**src/hdl/jms_pkg.sv**
```systemverilog
// Types and constants shared by the JPEG marker segment parser files.
package jms_pkg;

    localparam logic [7:0] PREFIX_BYTE = 8'hFF;
    localparam logic [7:0] MARK_SOI    = 8'hD8;
    localparam logic [7:0] MARK_EOI    = 8'hD9;
    localparam logic [7:0] MARK_SOS    = 8'hDA;
    localparam logic [15:0] LEN_HEADER = 16'd2;

    typedef enum logic [2:0] {
        PH_PREFIX  = 3'd0,
        PH_MARKER  = 3'd1,
        PH_LEN_HI  = 3'd2,
        PH_LEN_LO  = 3'd3,
        PH_PAYLOAD = 3'd4,
        PH_ENTROPY = 3'd5,
        PH_HALTED  = 3'd6
    } t_phase;

    typedef enum logic [1:0] {
        ST_OK         = 2'd0,
        ST_BAD_PREFIX = 2'd1,
        ST_TRUNCATED  = 2'd2
    } t_status;

    typedef struct packed {
        logic [7:0] out_byte;
        logic       forward;
        logic [2:0] phase;
        logic [7:0] segment_marker;
        logic [1:0] status;
    } t_result;

endpackage

```
**src/hdl/jms_in_if.sv**
```systemverilog
// Input byte channel of the JPEG marker segment parser.
interface jms_in_if;
    logic       valid;
    logic       ready;
    logic [7:0] data_byte;
    logic       last;

    modport source (output valid, output data_byte, output last, input ready);
    modport sink (input valid, input data_byte, input last, output ready);
endinterface

```
**src/hdl/jms_out_if.sv**
```systemverilog
// Result channel of the JPEG marker segment parser.
interface jms_out_if;
    logic       valid;
    logic       ready;
    logic [7:0] out_byte;
    logic       forward;
    logic [2:0] phase;
    logic [7:0] segment_marker;
    logic [1:0] status;

    modport source (output valid, output out_byte, output forward, output phase,
                    output segment_marker, output status, input ready);
    modport sink (input valid, input out_byte, input forward, input phase,
                  input segment_marker, input status, output ready);
endinterface

```
**src/hdl/jpeg_marker_segment_parser.sv**
```systemverilog
// Top level of the JPEG marker segment parser: input register, parse core, result register.
//
//   Channel | Direction | Payload
//   i_in    | in        | data_byte[7:0], last
//   o_out   | out       | out_byte[7:0], forward, phase[2:0], segment_marker[7:0], status[1:0]
//
// One byte is accepted per cycle while i_in.ready is high. Its result passes through
// the input register and then the result register before it is offered on o_out.
// The parse state advances as a byte moves from the input register into the
// result register. Reset clears the parse state and both valid flags. A stalled
// output holds the result register and the input register in turn; both fill
// before i_in.ready drops.
module jpeg_marker_segment_parser import jms_pkg::*; (
    input  logic         i_clk,
    input  logic         i_rst_n,
    jms_in_if.sink       i_in,
    jms_out_if.source    o_out
);

    logic       r_in_valid;
    logic [7:0] r_in_byte;
    logic       r_in_last;
    logic       r_out_valid;
    t_result    r_out;
    t_result    core_result;
    logic       out_free;
    logic       step;
    logic       in_take;

    assign out_free = !r_out_valid || o_out.ready;
    assign step     = r_in_valid && out_free;
    assign i_in.ready = !r_in_valid || out_free;
    assign in_take  = i_in.valid && i_in.ready;

    jms_parse_core u_core (
        .i_clk       (i_clk),
        .i_rst_n     (i_rst_n),
        .i_step      (step),
        .i_data_byte (r_in_byte),
        .i_last      (r_in_last),
        .o_result    (core_result)
    );

    always_ff @(posedge i_clk) begin
        if (!i_rst_n) begin
            r_in_valid  <= 1'b0;
            r_out_valid <= 1'b0;
        end else begin
            if (in_take) begin
                r_in_valid <= 1'b1;
            end else if (step) begin
                r_in_valid <= 1'b0;
            end
            if (step) begin
                r_out_valid <= 1'b1;
            end else if (o_out.ready) begin
                r_out_valid <= 1'b0;
            end
        end
    end

    always_ff @(posedge i_clk) begin
        if (in_take) begin
            r_in_byte <= i_in.data_byte;
            r_in_last <= i_in.last;
        end
        if (step) begin
            r_out <= core_result;
        end
    end

    assign o_out.valid          = r_out_valid;
    assign o_out.out_byte       = r_out.out_byte;
    assign o_out.forward        = r_out.forward;
    assign o_out.phase          = r_out.phase;
    assign o_out.segment_marker = r_out.segment_marker;
    assign o_out.status         = r_out.status;

endmodule

```
**src/hdl/jms_parse_core.sv**
```systemverilog
// Parser state registers and the per-byte state update and result logic.
module jms_parse_core import jms_pkg::*; (
    input  logic       i_clk,
    input  logic       i_rst_n,
    input  logic       i_step,
    input  logic [7:0] i_data_byte,
    input  logic       i_last,
    output t_result    o_result
);

    t_phase      r_phase, n_phase;
    logic [7:0]  r_marker, n_marker;
    logic [7:0]  r_len_hi, n_len_hi;
    logic [15:0] r_left, n_left;
    t_status     r_err, n_err;

    logic        halted;
    logic        bad_prefix;
    logic [15:0] seg_len;
    logic [15:0] left_dec;
    t_phase      p_phase;
    logic [7:0]  p_marker;
    logic [7:0]  p_len_hi;
    logic [15:0] p_left;
    logic        clean_end;

    assign halted     = (r_err != ST_OK) || (r_phase == PH_HALTED);
    assign bad_prefix = (r_phase == PH_PREFIX) && (i_data_byte != PREFIX_BYTE);
    assign seg_len    = {r_len_hi, i_data_byte};
    assign left_dec   = (r_left != 16'd0) ? r_left - 16'd1 : r_left;

    // Phase, marker, length and remaining count after the byte itself, before the end-of-stream check.
    always_comb begin
        p_phase  = r_phase;
        p_marker = r_marker;
        p_len_hi = r_len_hi;
        p_left   = r_left;
        unique case (r_phase)
            PH_PREFIX: begin
                p_phase = bad_prefix ? PH_HALTED : PH_MARKER;
            end
            PH_MARKER: begin
                p_marker = i_data_byte;
                if (i_data_byte == MARK_SOI || i_data_byte == MARK_EOI) begin
                    p_phase = PH_PREFIX;
                end else begin
                    p_phase = PH_LEN_HI;
                end
            end
            PH_LEN_HI: begin
                p_len_hi = i_data_byte;
                p_phase  = PH_LEN_LO;
            end
            PH_LEN_LO: begin
                if (r_marker == MARK_SOS) begin
                    p_phase = PH_ENTROPY;
                end else if (seg_len > LEN_HEADER) begin
                    p_left  = seg_len - LEN_HEADER;
                    p_phase = PH_PAYLOAD;
                end else begin
                    p_phase = PH_PREFIX;
                end
            end
            PH_PAYLOAD: begin
                p_left = left_dec;
                if (left_dec == 16'd0) begin
                    p_phase = PH_PREFIX;
                end
            end
            PH_ENTROPY: begin
                p_phase = PH_ENTROPY;
            end
            default: begin
                p_phase = PH_HALTED;
            end
        endcase
    end

    assign clean_end = (p_phase == PH_ENTROPY) ||
                       ((p_phase == PH_PREFIX) && (p_marker == MARK_EOI));

    // Next state, including the halt and the return to reset values at a clean end.
    always_comb begin
        n_phase  = p_phase;
        n_marker = p_marker;
        n_len_hi = p_len_hi;
        n_left   = p_left;
        n_err    = r_err;
        if (halted) begin
            n_phase  = PH_HALTED;
            n_marker = r_marker;
            n_len_hi = r_len_hi;
            n_left   = r_left;
        end else if (bad_prefix) begin
            n_err = ST_BAD_PREFIX;
        end else if (i_last) begin
            if (clean_end) begin
                n_phase  = PH_PREFIX;
                n_marker = MARK_SOI;
                n_len_hi = 8'd0;
                n_left   = 16'd0;
            end else begin
                n_phase = PH_HALTED;
                n_err   = ST_TRUNCATED;
            end
        end
    end

    // Result fields for the byte.
    always_comb begin
        o_result.out_byte = i_data_byte;
        o_result.status   = n_err;
        if (halted || bad_prefix) begin
            o_result.forward        = 1'b0;
            o_result.phase          = PH_HALTED;
            o_result.segment_marker = 8'd0;
        end else begin
            o_result.forward        = 1'b1;
            o_result.phase          = r_phase;
            o_result.segment_marker = (r_phase == PH_PREFIX) ? 8'd0 : p_marker;
        end
    end

    always_ff @(posedge i_clk) begin
        if (!i_rst_n) begin
            r_phase  <= PH_PREFIX;
            r_marker <= MARK_SOI;
            r_len_hi <= 8'd0;
            r_left   <= 16'd0;
            r_err    <= ST_OK;
        end else if (i_step) begin
            r_phase  <= n_phase;
            r_marker <= n_marker;
            r_len_hi <= n_len_hi;
            r_left   <= n_left;
            r_err    <= n_err;
        end
    end

endmodule
```
**src/flat_wrapper.sv**
```systemverilog
// flat-port wrapper written by rule: the top's interface ports become plain ports
module jpeg_marker_segment_parser_flat import jms_pkg::*;
  (i_clk, i_rst_n, i_in_valid, i_in_data_byte, i_in_last, i_in_ready, o_out_valid, o_out_out_byte, o_out_forward, o_out_phase, o_out_segment_marker, o_out_status, o_out_ready);
  jms_in_if i_in_i ();
  jms_out_if o_out_i ();
  input  logic i_clk;
  input  logic i_rst_n;
  input wire logic [$bits(i_in_i.valid)-1:0] i_in_valid;
  input wire logic [$bits(i_in_i.data_byte)-1:0] i_in_data_byte;
  input wire logic [$bits(i_in_i.last)-1:0] i_in_last;
  output wire logic [$bits(i_in_i.ready)-1:0] i_in_ready;
  output wire logic [$bits(o_out_i.valid)-1:0] o_out_valid;
  output wire logic [$bits(o_out_i.out_byte)-1:0] o_out_out_byte;
  output wire logic [$bits(o_out_i.forward)-1:0] o_out_forward;
  output wire logic [$bits(o_out_i.phase)-1:0] o_out_phase;
  output wire logic [$bits(o_out_i.segment_marker)-1:0] o_out_segment_marker;
  output wire logic [$bits(o_out_i.status)-1:0] o_out_status;
  input wire logic [$bits(o_out_i.ready)-1:0] o_out_ready;
  assign i_in_i.valid = i_in_valid;
  assign i_in_i.data_byte = i_in_data_byte;
  assign i_in_i.last = i_in_last;
  assign i_in_ready = i_in_i.ready;
  assign o_out_valid = o_out_i.valid;
  assign o_out_out_byte = o_out_i.out_byte;
  assign o_out_forward = o_out_i.forward;
  assign o_out_phase = o_out_i.phase;
  assign o_out_segment_marker = o_out_i.segment_marker;
  assign o_out_status = o_out_i.status;
  assign o_out_i.ready = o_out_ready;
  jpeg_marker_segment_parser u_core (.i_clk(i_clk), .i_rst_n(i_rst_n), .i_in(i_in_i), .o_out(o_out_i));
endmodule
```
**config.mk**
```make
export PLATFORM = sky130hd
export DESIGN_NAME = jpeg_marker_segment_parser_flat
export DESIGN_NICKNAME = d
export VERILOG_FILES = /design/src/hdl/jms_pkg.sv /design/src/hdl/jms_in_if.sv /design/src/hdl/jms_out_if.sv /design/src/hdl/jpeg_marker_segment_parser.sv /design/src/hdl/jms_parse_core.sv /design/src/flat_wrapper.sv
export SDC_FILE = /design/constraint.sdc
export NUM_CORES = 1
export LEC_CHECK = 0
export ABC_AREA = 1
export ABC_CLOCK_PERIOD_IN_PS = 2600
export BUFFER_PORTS_ARGS = -buffer_cell sky130_fd_sc_hd__buf_2
export CORE_AREA = 2 2 89 91
export DETAILED_ROUTE_END_ITERATION = 16
export DIE_AREA = 0 0 91 93
export HOLD_SLACK_MARGIN = 0.08
export PLACE_DENSITY = 0.83
export SLEW_MARGIN = 40
export SYNTH_ARGS = -nofsm -noshare
export SYNTH_HDL_FRONTEND = slang
export SYNTH_SLANG_ARGS = --single-unit
```
**constraint.sdc**
```tcl
create_clock -name i_clk -period 2.6 [get_ports i_clk]
set_input_delay 0.52 -clock i_clk [delete_from_list [all_inputs] [get_ports i_clk]]
set_output_delay 0.52 -clock i_clk [all_outputs]
set_load 0.1 [all_outputs]
```
==> metrics.yaml, run 1 <==
hold_viol: 0
start_kind: "flip-flop"
grt_pass1_wl_um: 19000
fin_crit_ps: 2400
hold_class: "in -> reg"
tightest_slew_ps: 499
crit_path_end_kind: "flip-flop"
antenna_found_initial: 0
grt_pass1_vias: 4027
cts_resized: 0
start_util_pct: 58.2
hpwlAfterDp_um: 8760
drt-total-wl_um: 11600
postSynthRegisterBits: 70
vdd_drop_max_v: 0.000365
grt_max_degree: 29
yosysWarningCount: 0
drt_iter0_markers: 338
fin_nets: 672
synth_area_per_cell_um2: 7.29
slew_headroom_pct: 67.0
post-route-period-util_pct: 92.4
p_leak_nw: 2.10
finalMaxSlewViolations: 0
post_cts_buffers: 0
crit_required_ps: 2830
root_buffer: "clkbuf_8"
wl_per_cell_um: 15.1
report.final.setup_viol: 0
cts_buffer_depth: 2
slowest_stage: "dfxtp_1"
path_max_fanout: 16
synthesis.area_um2: 4380
max_freq_mhz: 416
path_common_cell: "nand2_2"
synthDistinctLibCells: 39
final_cell_mix: "nand2_1, nor2_1, inv_1"
die_x_um: 91
clkSinkCount: 70
ys_seq_area_share_pct: 39.1
rrSetupSlack_ps: 200
vias: 4214
skew_ps: 7.01
hold_buffers: 0
cts.htree.levels: 3
drive_gt1_share_pct: 25.8
final_common_cell: "nand2_1"
slowest_delay_ps: 410
place_congestion: 0.967
fin_util_pct: 66.6
worstSetupPathType: "reg -> reg"
ant_nets: 0
drc_errors: 0
fp-row-count: 32
grtUsageTotal_pct: 28.4
whs_ps: 341
path_clk_slew_ps: 80
dieArea_um2: 8460
arrival_ps: 2630
dp_cells: 748
fin_setup_tns_ps: 0
path_cells: "nor2_1 -> nand2_2 -> nor2_4 -> nand2_1 -> nand2_1 -> nand2_2 -> o21ai_2 -> nand2_1 -> nor2_1 -> nand2_1 -> nand2_2 -> nand4_1 -> nand2_2 -> nand2_4 -> buf_12 -> nand2_2 -> a21oi_2"
final_cells: 764
num_io_pins: 37
area_growth_pct: 14.4
clkLatencyLatePin_ps: 350
total_power_mw: 2.53
core_um2: 7530
gr-total-overflow: 0
io_buffers: 36
synth_fp_nets: 616
powerDensity_nw_per_um2: 504
max_cap_viol_count: 0
rsz0062_at_grt: "false"
tritoncts: "built"
cts_buffers: 9
synthCells: 601
dieHeight_um: 93
status: "completed"
drt_first_pass_iters: 5
viasPerCell: 5.52
antenna_cells: 0
-- Yosys cell counts --
| cell | n | share of area, % |
|---|---|---|
| nor3_2 | 1 | 0.23 |
| o21a_1 | 2 | 0.34 |
| buf_8 | 2 | 0.69 |
| inv_2 | 7 | 0.60 |
| nor3_1 | 10 | 1.1 |
| o2111ai_2 | 1 | 0.34 |
| a221oi_1 | 3 | 0.60 |
| nand2_1 | 154 | 13 |
| xor2_1 | 8 | 1.6 |
| nor2_4 | 4 | 1.0 |
| o211ai_1 | 3 | 0.51 |
| a22oi_1 | 1 | 0.17 |
| nand3_1 | 30 | 3.4 |
| clkbuf_1 | 9 | 0.77 |
| o21ai_2 | 1 | 0.20 |
| o41ai_1 | 1 | 0.20 |
| nor4_1 | 1 | 0.14 |
| inv_1 | 60 | 5.1 |
| a21oi_1 | 29 | 3.3 |
| nor4_2 | 1 | 0.29 |
| a31oi_1 | 4 | 0.57 |
| o221ai_1 | 1 | 0.20 |
| nor3_4 | 1 | 0.37 |
| o22ai_1 | 2 | 0.29 |
| nor2_1 | 64 | 5.5 |
| nand3b_1 | 3 | 0.51 |
| nor2_2 | 7 | 1.0 |
| nand2_4 | 1 | 0.26 |
| nand2_2 | 39 | 5.6 |
| nand4_1 | 11 | 1.6 |
| buf_2 | 2 | 0.23 |
| o21ai_1 | 8 | 0.91 |
| a21oi_2 | 28 | 5.6 |
| dfxtp_1 | 39 | 18 |
| ha_1 | 2 | 0.57 |
| or2_2 | 1 | 0.14 |
| buf_6 | 3 | 0.77 |
| edfxtp_1 | 31 | 21 |
| o21ai_0 | 26 | 3.0 |
-- per-stage QoR --
step | instance area (µm²) | setup WS (ps)
floorplan | 4390 | 287
global placement | 4800 | 199
detailed placement | 4800 | 117
CTS | 4990 | 79.5
global route | 5010 | 42.5
finish | 5010 | 198
-- cell type report --
type	instances	area [µm²]
clock buffers	11	153
clock inverters	5	41.3
fillers	694	2510
inverters	67	251
multi-input cells	448	2340
flip-flops and latches	70	1710
well taps	102	128
repair buffers	61	393
-- path summary, 6_finish.rpt --
path / cells after the start / start / endpoint
max: 17 / u_core.u_core.r_left[6]$_SDFFE_PN0P_ / u_core.u_core.r_left[1]$_SDFFE_PN0P_
max reg2reg: 17 / u_core.u_core.r_left[6]$_SDFFE_PN0P_ / u_core.u_core.r_left[1]$_SDFFE_PN0P_
min: 1 / i_in_data_byte[0] / u_core.r_in_byte[0]$_DFFE_PP_
min reg2reg: 2 / u_core.u_core.r_marker[0]$_SDFFE_PN0P_ / u_core.u_core.r_marker[0]$_SDFFE_PN0P_
-- worst max-delay path: cells and delay by family (launching register included) --
family	cells	cell delay (ps)
AOI/OAI and AO/OA	2	180
buffers and inverters	1	160
DFF	1	410
and+or+nand+nor	14	1500
-- sequential cells by signal (all words and copies together) (netlist names), 2 cells and up --
register,flops
u_core.u_core.r_err,2
u_core.r_in_byte,8
u_core.u_core.r_len_hi,8
u_core.u_core.r_phase,3
u_core.o_out.status,2
u_core.u_core.r_marker,8
u_core.u_core.r_left,16
u_core.o_out.phase,3
u_core.o_out.out_byte,8
u_core.o_out.segment_marker,8
-- cells by family after synthesis --
kind of cell | count (synthesis) | share of synthesized area [%]
fa+ha+maj | 2 | 0.571
flops | 70 | 39.1
xor+xnor | 8 | 1.60
buf+inv | 83 | 8.20
simple gates | 328 | 34.4
compound gates | 110 | 16.2
-- layer usage --
metal | wire, µm | vias to the layer above | GRT usage, % | part of all wire [%]
met5 | 0 | - | 0 | 0
met4 | 231 | 0 | 11.9 | 2.0
met3 | 811 | 21 | 4.83 | 7.0
met2 | 5370 | 173 | 45.4 | 46
met1 | 5150 | 1937 | 38.2 | 45
li1 | - | 2083 | - | -
-- power by group --
part	total (mW)	switching [mW]	leakage [nW]	internal [mW]
sequential	1.22	0.0265	0.611	1.20
combinational	0.447	0.345	1.39	0.101
clock	0.857	0.446	0.0913	0.411
Note: power is estimated with default switching activity, not from simulation.
==> run 2, diff against run 1 <==
--- a/config.mk
+++ b/config.mk
@@ -8,12 +8,14 @@
 export ABC_AREA = 1
 export ABC_CLOCK_PERIOD_IN_PS = 2600
 export BUFFER_PORTS_ARGS = -buffer_cell sky130_fd_sc_hd__buf_2
-export CORE_AREA = 2 2 89 91
+export CORE_AREA = 2 2 88 90
+export CTS_BUF_LIST = sky130_fd_sc_hd__clkbuf_8 sky130_fd_sc_hd__clkbuf_16
 export DETAILED_ROUTE_END_ITERATION = 16
-export DIE_AREA = 0 0 91 93
+export DIE_AREA = 0 0 90 92
 export HOLD_SLACK_MARGIN = 0.08
-export PLACE_DENSITY = 0.83
+export PLACE_DENSITY = 0.84
 export SLEW_MARGIN = 40
 export SYNTH_ARGS = -nofsm -noshare
 export SYNTH_HDL_FRONTEND = slang
+export SYNTH_HIERARCHICAL = 1
 export SYNTH_SLANG_ARGS = --single-unit
==> run 2 against run 1 <==
Clock skew is 9.7 ps higher. Non-clock buffer count shrank 4. Clock power up 3.5%. Via count up 6.0%. Die area decreased by 2.2%. Synthesized cell count up 6.3%. Register-to-register slack hardly changed. Critical path depth shrank 2. Setup slack better by 0.96 ps. Synthesized area is 1.1% lower. Largest power group unchanged. Maximum frequency about the same. Sequential power about the same.
==> metrics.yaml, run 2 <==
busiest_layer: "met2"
root_buffer: "clkbuf_8"
hpwlAfterDp_um: 7900  # -9.8%
fin_crit_ps: 2400  # -0.965 ps
place_ws_ps: -23.9  # -141 ps
cp.depth: 15  # -2
viasPerCell: 5.66  # +2.6%
hold-path-cell-count: 1  # unchanged
synth_edf_count: 31  # unchanged
max_cap_viol_count: 0  # unchanged
crit_path_end_kind: "flip-flop"
cts.htree.levels: 3  # unchanged
die_x_um: 90  # -1.1%
synth_compound_area_share_pct: 14.6  # -1.7 points
synthAdderAreaFrac_pct: 0.578  # +0.0066 points
fill_cells: 638  # -8.1%
drive_gt1_share_pct: 14.8  # -11 points
grt_pass1_vias: 3932  # -2.4%
synth_area_leaders: "edfxtp_1, dfxtp_1, nand2_1"
synthesis.area_um2: 4330  # -1.1%
synth_ff_type: "dfxtp_1"
largest_reg_flops: 16  # unchanged
hold_buffers: 0  # unchanged
grtUsageTotal_pct: 26.9  # -1.4 points
powerDensity_nw_per_um2: 515  # +2.2%
skew_ps: 16.7  # +9.68 ps
report.final.setup_viol: 0  # unchanged
dieHeight_um: 92  # -1.1%
hold_class: "in -> reg"
setup_ws_ps: 199  # +0.965 ps
drt_first_pass_iters: 8  # +3
async_reset_ff_share_pct: 0  # unchanged
dp_cells: 768  # +2.7%
p_leak_nw: 2.14  # +2.0%
clkLatencyLatePin_ps: 360  # about the same
tritoncts: "built"
hold_viol: 0  # unchanged
crit_family: "simple AND/OR/NAND/NOR gates"
drt-total-wl_um: 11400  # -1.8%
gr-total-overflow: 0  # unchanged
vdd_drop_max_v: 0.000409  # +12%
cts_buffer_depth: 2  # unchanged
antenna_found_initial: 0  # unchanged
synth_top_family_by_area: "simple AND/OR/NAND/NOR gates"
start_util_pct: 58.2  # about the same
fin_nets: 697  # +3.7%
drc_errors: 0  # unchanged
path_cells: "inv_2 -> ha_4 -> nand2_4 -> nor2_2 -> nand3_1 -> nand2_1 -> nand3_1 -> nor2_1 -> nand3_1 -> nand2_1 -> nand4_1 -> nand2_4 -> buf_4 -> nor2_1 -> o21a_1"
whs_ps: 333  # -7.77 ps
arrival_ps: 2650  # +20 ps
max_freq_mhz: 417  # about the same
synth_xor_area_share_pct: 1.82  # +0.22 points
dieArea_um2: 8280  # -2.2%
vias: 4466  # +6.0%
netlist_top_cells_count: "nand2_1, nor2_1, inv_1"
path_clk_slew_ps: 90  # about the same
wl_per_cell_um: 14.4  # -4.9%
multi_input_area_um2: 2270  # -3.0%
drt_iter0_markers: 586  # +73%
use_met2_pct: 44.5  # -0.95 points
synth-simple-area-share_pct: 33.3  # -1.0 points
cts_buffers: 9  # unchanged
area_growth_pct: 13.6
r2r_cells: 15  # -2
placed_area_um2: 4620  # -3.7%
path_max_fanout: 6  # -10
ant_nets: 0  # unchanged
yosys.cell_count.top_type: "nand2_1"
postSynthRegisterBits: 70  # unchanged
yosysWarningCount: 6  # +6
io_buffers: 36  # unchanged
fp-row-count: 32  # unchanged
path_common_cell: "nand3_1"
path_buf_inv: 2  # +1
grtUsageMet1_pct: 35.3  # -2.9 points
post-route-period-util_pct: 92.3  # about the same
slowest_delay_ps: 340  # -70 ps
antenna_cells: 0  # unchanged
synthDistinctLibCells: 39  # unchanged
ys_seq_area_share_pct: 39.5  # +0.45 points
start_kind: "flip-flop"
synth_top_area_share_pct: 21.5  # +0.25 points
place_congestion: 1.01  # +4.4%
clkSinkCount: 70  # unchanged
slowest_stage: "dfxtp_1"
synth_area_per_cell_um2: 6.78  # -7.0%
slew_headroom_pct: 49.1  # -18 points
grt_max_degree: 37  # +28%
synth_fp_nets: 654  # +6.2%
yosysTopAreaCell: "edfxtp_1"
final_design_area_no_fill_um2: 4920  # -1.8%
final_cells: 789  # +3.3%
final_cell_mix: "nand2_1, nor2_1, inv_1"
yosys-mux-area-fraction_pct: 0  # unchanged
regArea_um2: 1720  # +0.22%
finalMaxSlewViolations: 0  # unchanged
grt_pass1_wl_um: 18100  # -5.2%
top_register: "u_core/u_core/r_left"
tightest_slew_ps: 760  # +261 ps
worstSetupPathType: "reg -> reg"
status: "completed"
final_common_cell: "nand2_1"
synthCells: 639  # +6.3%
fin_util_pct: 66.1  # -0.53 points
grt.met3_usage_pct: 4.93  # +0.095 points
core_um2: 7450  # -1.1%
num_io_pins: 37  # unchanged
crit_required_ps: 2850  # +20 ps
run 2: changes by cell type after synthesis, sizes merged, moves of 3 or more:
cell / change
nor3: -7
nand4: +4
o22ai: +4
a21oi: +12
o21ai: -11
clkbuf: +4
buf: +7
nor2: +6
nand3: +3
nand2: +10
inv: +5
a31oi: +3
run 2: worst reg2reg max path, delay by kind of cell, from the launching register on:
kind	cells	cell delay (ps)
and+or+nand+nor	11	1330
AOI/OAI and AO/OA	1	170
DFF	1	340
buffers and inverters	2	260
adders and majority gates	1	190
run 2: per-stage QoR:
step,total power [mW],setup TNS (ps)
finish,2.54,0
floorplan,1.57,0
global placement,1.65,0
global route,2.62,-43.5
CTS,2.54,0
detailed placement,1.66,-51.3
run 2: final timing paths:
check	to	from	slack (ps)
setup / recovery	u_core/u_core/r_phase[1]$_SDFFE_PN0P_	u_core/u_core/r_left[0]$_SDFFE_PN0P_	200
setup reg to reg	u_core/u_core/r_phase[1]$_SDFFE_PN0P_	u_core/u_core/r_left[0]$_SDFFE_PN0P_	200
hold reg to reg	u_core/u_core/r_err[0]$_SDFFE_PN0P_	u_core/u_core/r_err[0]$_SDFFE_PN0P_	490
hold / removal	u_core/r_in_last$_DFFE_PP_	i_in_last	330
run 2: layer usage:
| metal | routed length, µm | vias to the layer above |
|---|---|---|
| li1 | - | 2171 |
| met1 | 4580 | 2023 |
| met2 | 5360 | 236 |
| met3 | 1060 | 36 |
| met4 | 353 | 0 |
| met5 | 0 | - |
run 2: power by group:
group          total (mW)  switching, mW  internal (mW)
combinational       0.426          0.333         0.0931
sequential           1.22         0.0261           1.20
clock               0.887          0.443          0.444
run 2: kinds of logic after synthesis:
group | Yosys count
buffers and inverters | 101
adders and majority gates | 2
and+or+nand+nor | 341
AOI/OAI and AO/OA | 116
xor gates and xnor gates | 9
DFF | 70
run 2: layout make-up:
| class | instances | area share (%) |
|---|---|---|
| multi-input combinational | 470 | 46.0 |
| sequential | 70 | 34.9 |
| timing repair buffer | 57 | 6.86 |
| inverter | 74 | 5.64 |
| tap | 102 | 2.59 |
| clock buffer | 9 | 2.52 |
| clock inverter | 7 | 1.47 |
run 2: timing repair:
action,in CTS,in global routing
setup endpoints to repair,23,35
pin swaps,0,3
setup buffers,0,3
cloned,0,2
gates resized for setup,1,15
==> run 3, diff against run 2 <==
--- a/config.mk
+++ b/config.mk
@@ -10,8 +10,10 @@
 export BUFFER_PORTS_ARGS = -buffer_cell sky130_fd_sc_hd__buf_2
 export CORE_AREA = 2 2 88 90
 export CTS_BUF_LIST = sky130_fd_sc_hd__clkbuf_8 sky130_fd_sc_hd__clkbuf_16
+export CTS_CLUSTER_SIZE = 30
 export DETAILED_ROUTE_END_ITERATION = 16
 export DIE_AREA = 0 0 90 92
+export GPL_TIMING_DRIVEN = 0
 export HOLD_SLACK_MARGIN = 0.08
 export PLACE_DENSITY = 0.84
 export SLEW_MARGIN = 40
==> run 3 against run 2 <==
Hold slack lost 8.5 ps. Critical path depth rose by 2. Via count up 3.8%. Cell count up 2.0%. Highest routed layer unchanged.
==> metrics.yaml, run 3 (synthesis results as in run 2) <==
p_comb_share_pct: 17.2  # +0.4 points
largest_reg_flops: 16  # unchanged
path_common_cell: "nand2_1"
slowest_stage: "dfxtp_1"
placed_area_um2: 4650  # +0.62%
powerDensity_nw_per_um2: 510  # -1.1%
fin_nets: 713  # +2.3%
multi_input_area_um2: 2260  # -0.11%
max_freq_mhz: 407  # -2.2%
clkSinkCount: 70  # unchanged
grt_pass1_vias: 4018  # +2.2%
slew_headroom_pct: 53.7  # +4.5 points
p_int_mw: 1.74  # +0.27%
antenna_cells: 0  # unchanged
drt_iter0_markers: 562  # -4.1%
crit_required_ps: 2890  # +40 ps
final_design_area_no_fill_um2: 5020  # +2.1%
p_sw_uw: 820  # +2.4%
dieArea_um2: 8280  # unchanged
final_cell_mix: "nand2_1, inv_1, a21oi_1"
arrival_ps: 2740  # +90 ps
viasPerCell: 5.76  # +1.7%
report.final.setup_viol: 0  # unchanged
fin_crit_ps: 2460  # +54.8 ps
hold_class: "in -> reg"
switching_share_pct: 32.1  # +0.45 points
path_max_fanout: 10  # +4
tritoncts: "built"
skew_ps: 10.3  # -6.43 ps
io_buffers: 36  # unchanged
die_x_um: 90  # unchanged
cts.htree.levels: 3  # unchanged
max_cap_viol_count: 0  # unchanged
start_kind: "flip-flop"
drt_first_pass_iters: 5  # -3
crit_path_end_kind: "flip-flop"
grtUsageTotal_pct: 28.8  # +1.9 points
place_congestion: 0.981  # -2.8%
crit_family: "simple AND/OR/NAND/NOR gates"
root_buffer: "clkbuf_8"
status: "completed"
antenna_found_initial: 0  # unchanged
post-route-period-util_pct: 94.4  # +2.1 points
hold_viol: 0  # unchanged
num_io_pins: 37  # unchanged
start_util_pct: 58.2  # unchanged
pwr-share-seq_pct: 48.1  # about the same
area_growth_pct: 15.9
gr-total-overflow: 0  # unchanged
final_common_cell: "nand2_1"
cts_buffer_depth: 2  # unchanged
drc_errors: 0  # unchanged
vdd_drop_max_v: 0.000333  # -18%
top_register: "u_core/u_core/r_left"
dieHeight_um: 92  # unchanged
regArea_um2: 1720  # unchanged
rrSetupSlack_ps: 140  # -50 ps
wl_per_cell_um: 14.9  # +3.5%
slowest_delay_ps: 390  # +50 ps
drive_gt1_share_pct: 16.5  # +1.7 points
worstSetupPathType: "reg -> reg"
finalMaxSlewViolations: 0  # unchanged
fill_cells: 671  # +5.2%
path_clk_slew_ps: 80  # about the same
ant_nets: 0  # unchanged
tightest_slew_ps: 695  # -64.9 ps
path_buf_inv: 2  # unchanged
path_cells: "inv_2 -> nand2_1 -> nor2_2 -> nand2_1 -> nand2_1 -> o21ai_0 -> nand2_1 -> nor2_2 -> nand3_1 -> nand2_2 -> nand2_1 -> nand2_1 -> nand2_2 -> nand2_4 -> buf_8 -> nand2_1 -> a21oi_1"
p_leak_nw: 2.18  # +1.8%
fp-row-count: 32  # unchanged
grt_max_degree: 14  # -62%
cts_buffers: 9  # unchanged
core_um2: 7450  # unchanged
drt-total-wl_um: 12000  # +5.6%
vias: 4636  # +3.8%
clkLatencyLatePin_ps: 370  # about the same
clockPowerShare_pct: 34.7  # -0.3 points
fin_setup_tns_ps: 0  # unchanged
hpwlAfterDp_um: 8470  # +7.1%
grt_pass1_wl_um: 19000  # +5.1%
-- run 3: path summary, 6_finish.rpt --
| kind | from | to | depth (start not counted) |
|---|---|---|---|
| min | i_in_data_byte[6] | u_core/r_in_byte[6]$_DFFE_PP_ | 1 |
| max reg2reg | u_core/u_core/r_left[0]$_SDFFE_PN0P_ | u_core/u_core/r_left[12]$_SDFFE_PN0P_ | 17 |
| min reg2reg | u_core/u_core/r_marker[0]$_SDFFE_PN0P_ | u_core/u_core/r_marker[0]$_SDFFE_PN0P_ | 2 |
| max | u_core/u_core/r_left[0]$_SDFFE_PN0P_ | u_core/u_core/r_left[12]$_SDFFE_PN0P_ | 17 |
-- run 3: metal layers --
layer / global-route usage (%) / up-vias / part of all wire [%]
met3: 5.26 / 30 / 9.3
li1: - / 2201 / -
met5: 0 / - / 0
met4: 10.1 / 0 / 2.2
met2: 45.9 / 269 / 47
met1: 39.7 / 2136 / 42
-- run 3: worst register-to-register path, delay by kind of cell (launching register included) --
family / cells / cell delay [ps]
AO/OA/AOI/OAI: 2 / 370
buffers and inverters: 2 / 250
flip-flops: 1 / 390
AND/OR/NAND/NOR: 13 / 1390
-- run 3: power groups by stage --
stage	logic [mW]	registers, mW	clock network (mW)
after floorplan	0.188	1.38	0
after global placement	0.405	1.25	0
after detailed placement	0.413	1.25	0
after CTS	0.419	1.23	0.895
after global routing	0.467	1.23	0.936
final	0.440	1.23	0.889
-- run 3: repair_timing --
item,in CTS,in global routing
hold buffers,0,0
endpoints found under the hold margin,0,0
resized for setup,4,29
pin swaps,0,3
setup buffers,0,11
gates cloned,1,0
endpoints found under the setup margin,32,36
-- run 3: final cells by class --
cell class              count  share of cell area [%]
multi-input cells         469                    45.1
flip-flops and latches     70                    34.2
inverters                  74                    5.53
repair buffers             47                    5.23
plain buffers              27                    3.54
well taps                 102                    2.54
clock buffers               9                    2.47
clock inverters             7                    1.47
-- run 3: metrics by stage --
step / setup WS [ps] / cells / power, mW / utilization [%] / hold WS (ps)
2_1_floorplan: 190 / 639 / 1.57 / - / 445
3_3_place_gp: -588 / 777 / 1.66 / 62.5 / 454
3_5_place_dp: -660 / 777 / 1.67 / 62.5 / 469
4_1_cts: 17.0 / 794 / 2.54 / 65.5 / 326
5_1_grt: -58.1 / 805 / 2.64 / 67.4 / 323
6_report: 144 / 805 / 2.56 / 67.4 / 325
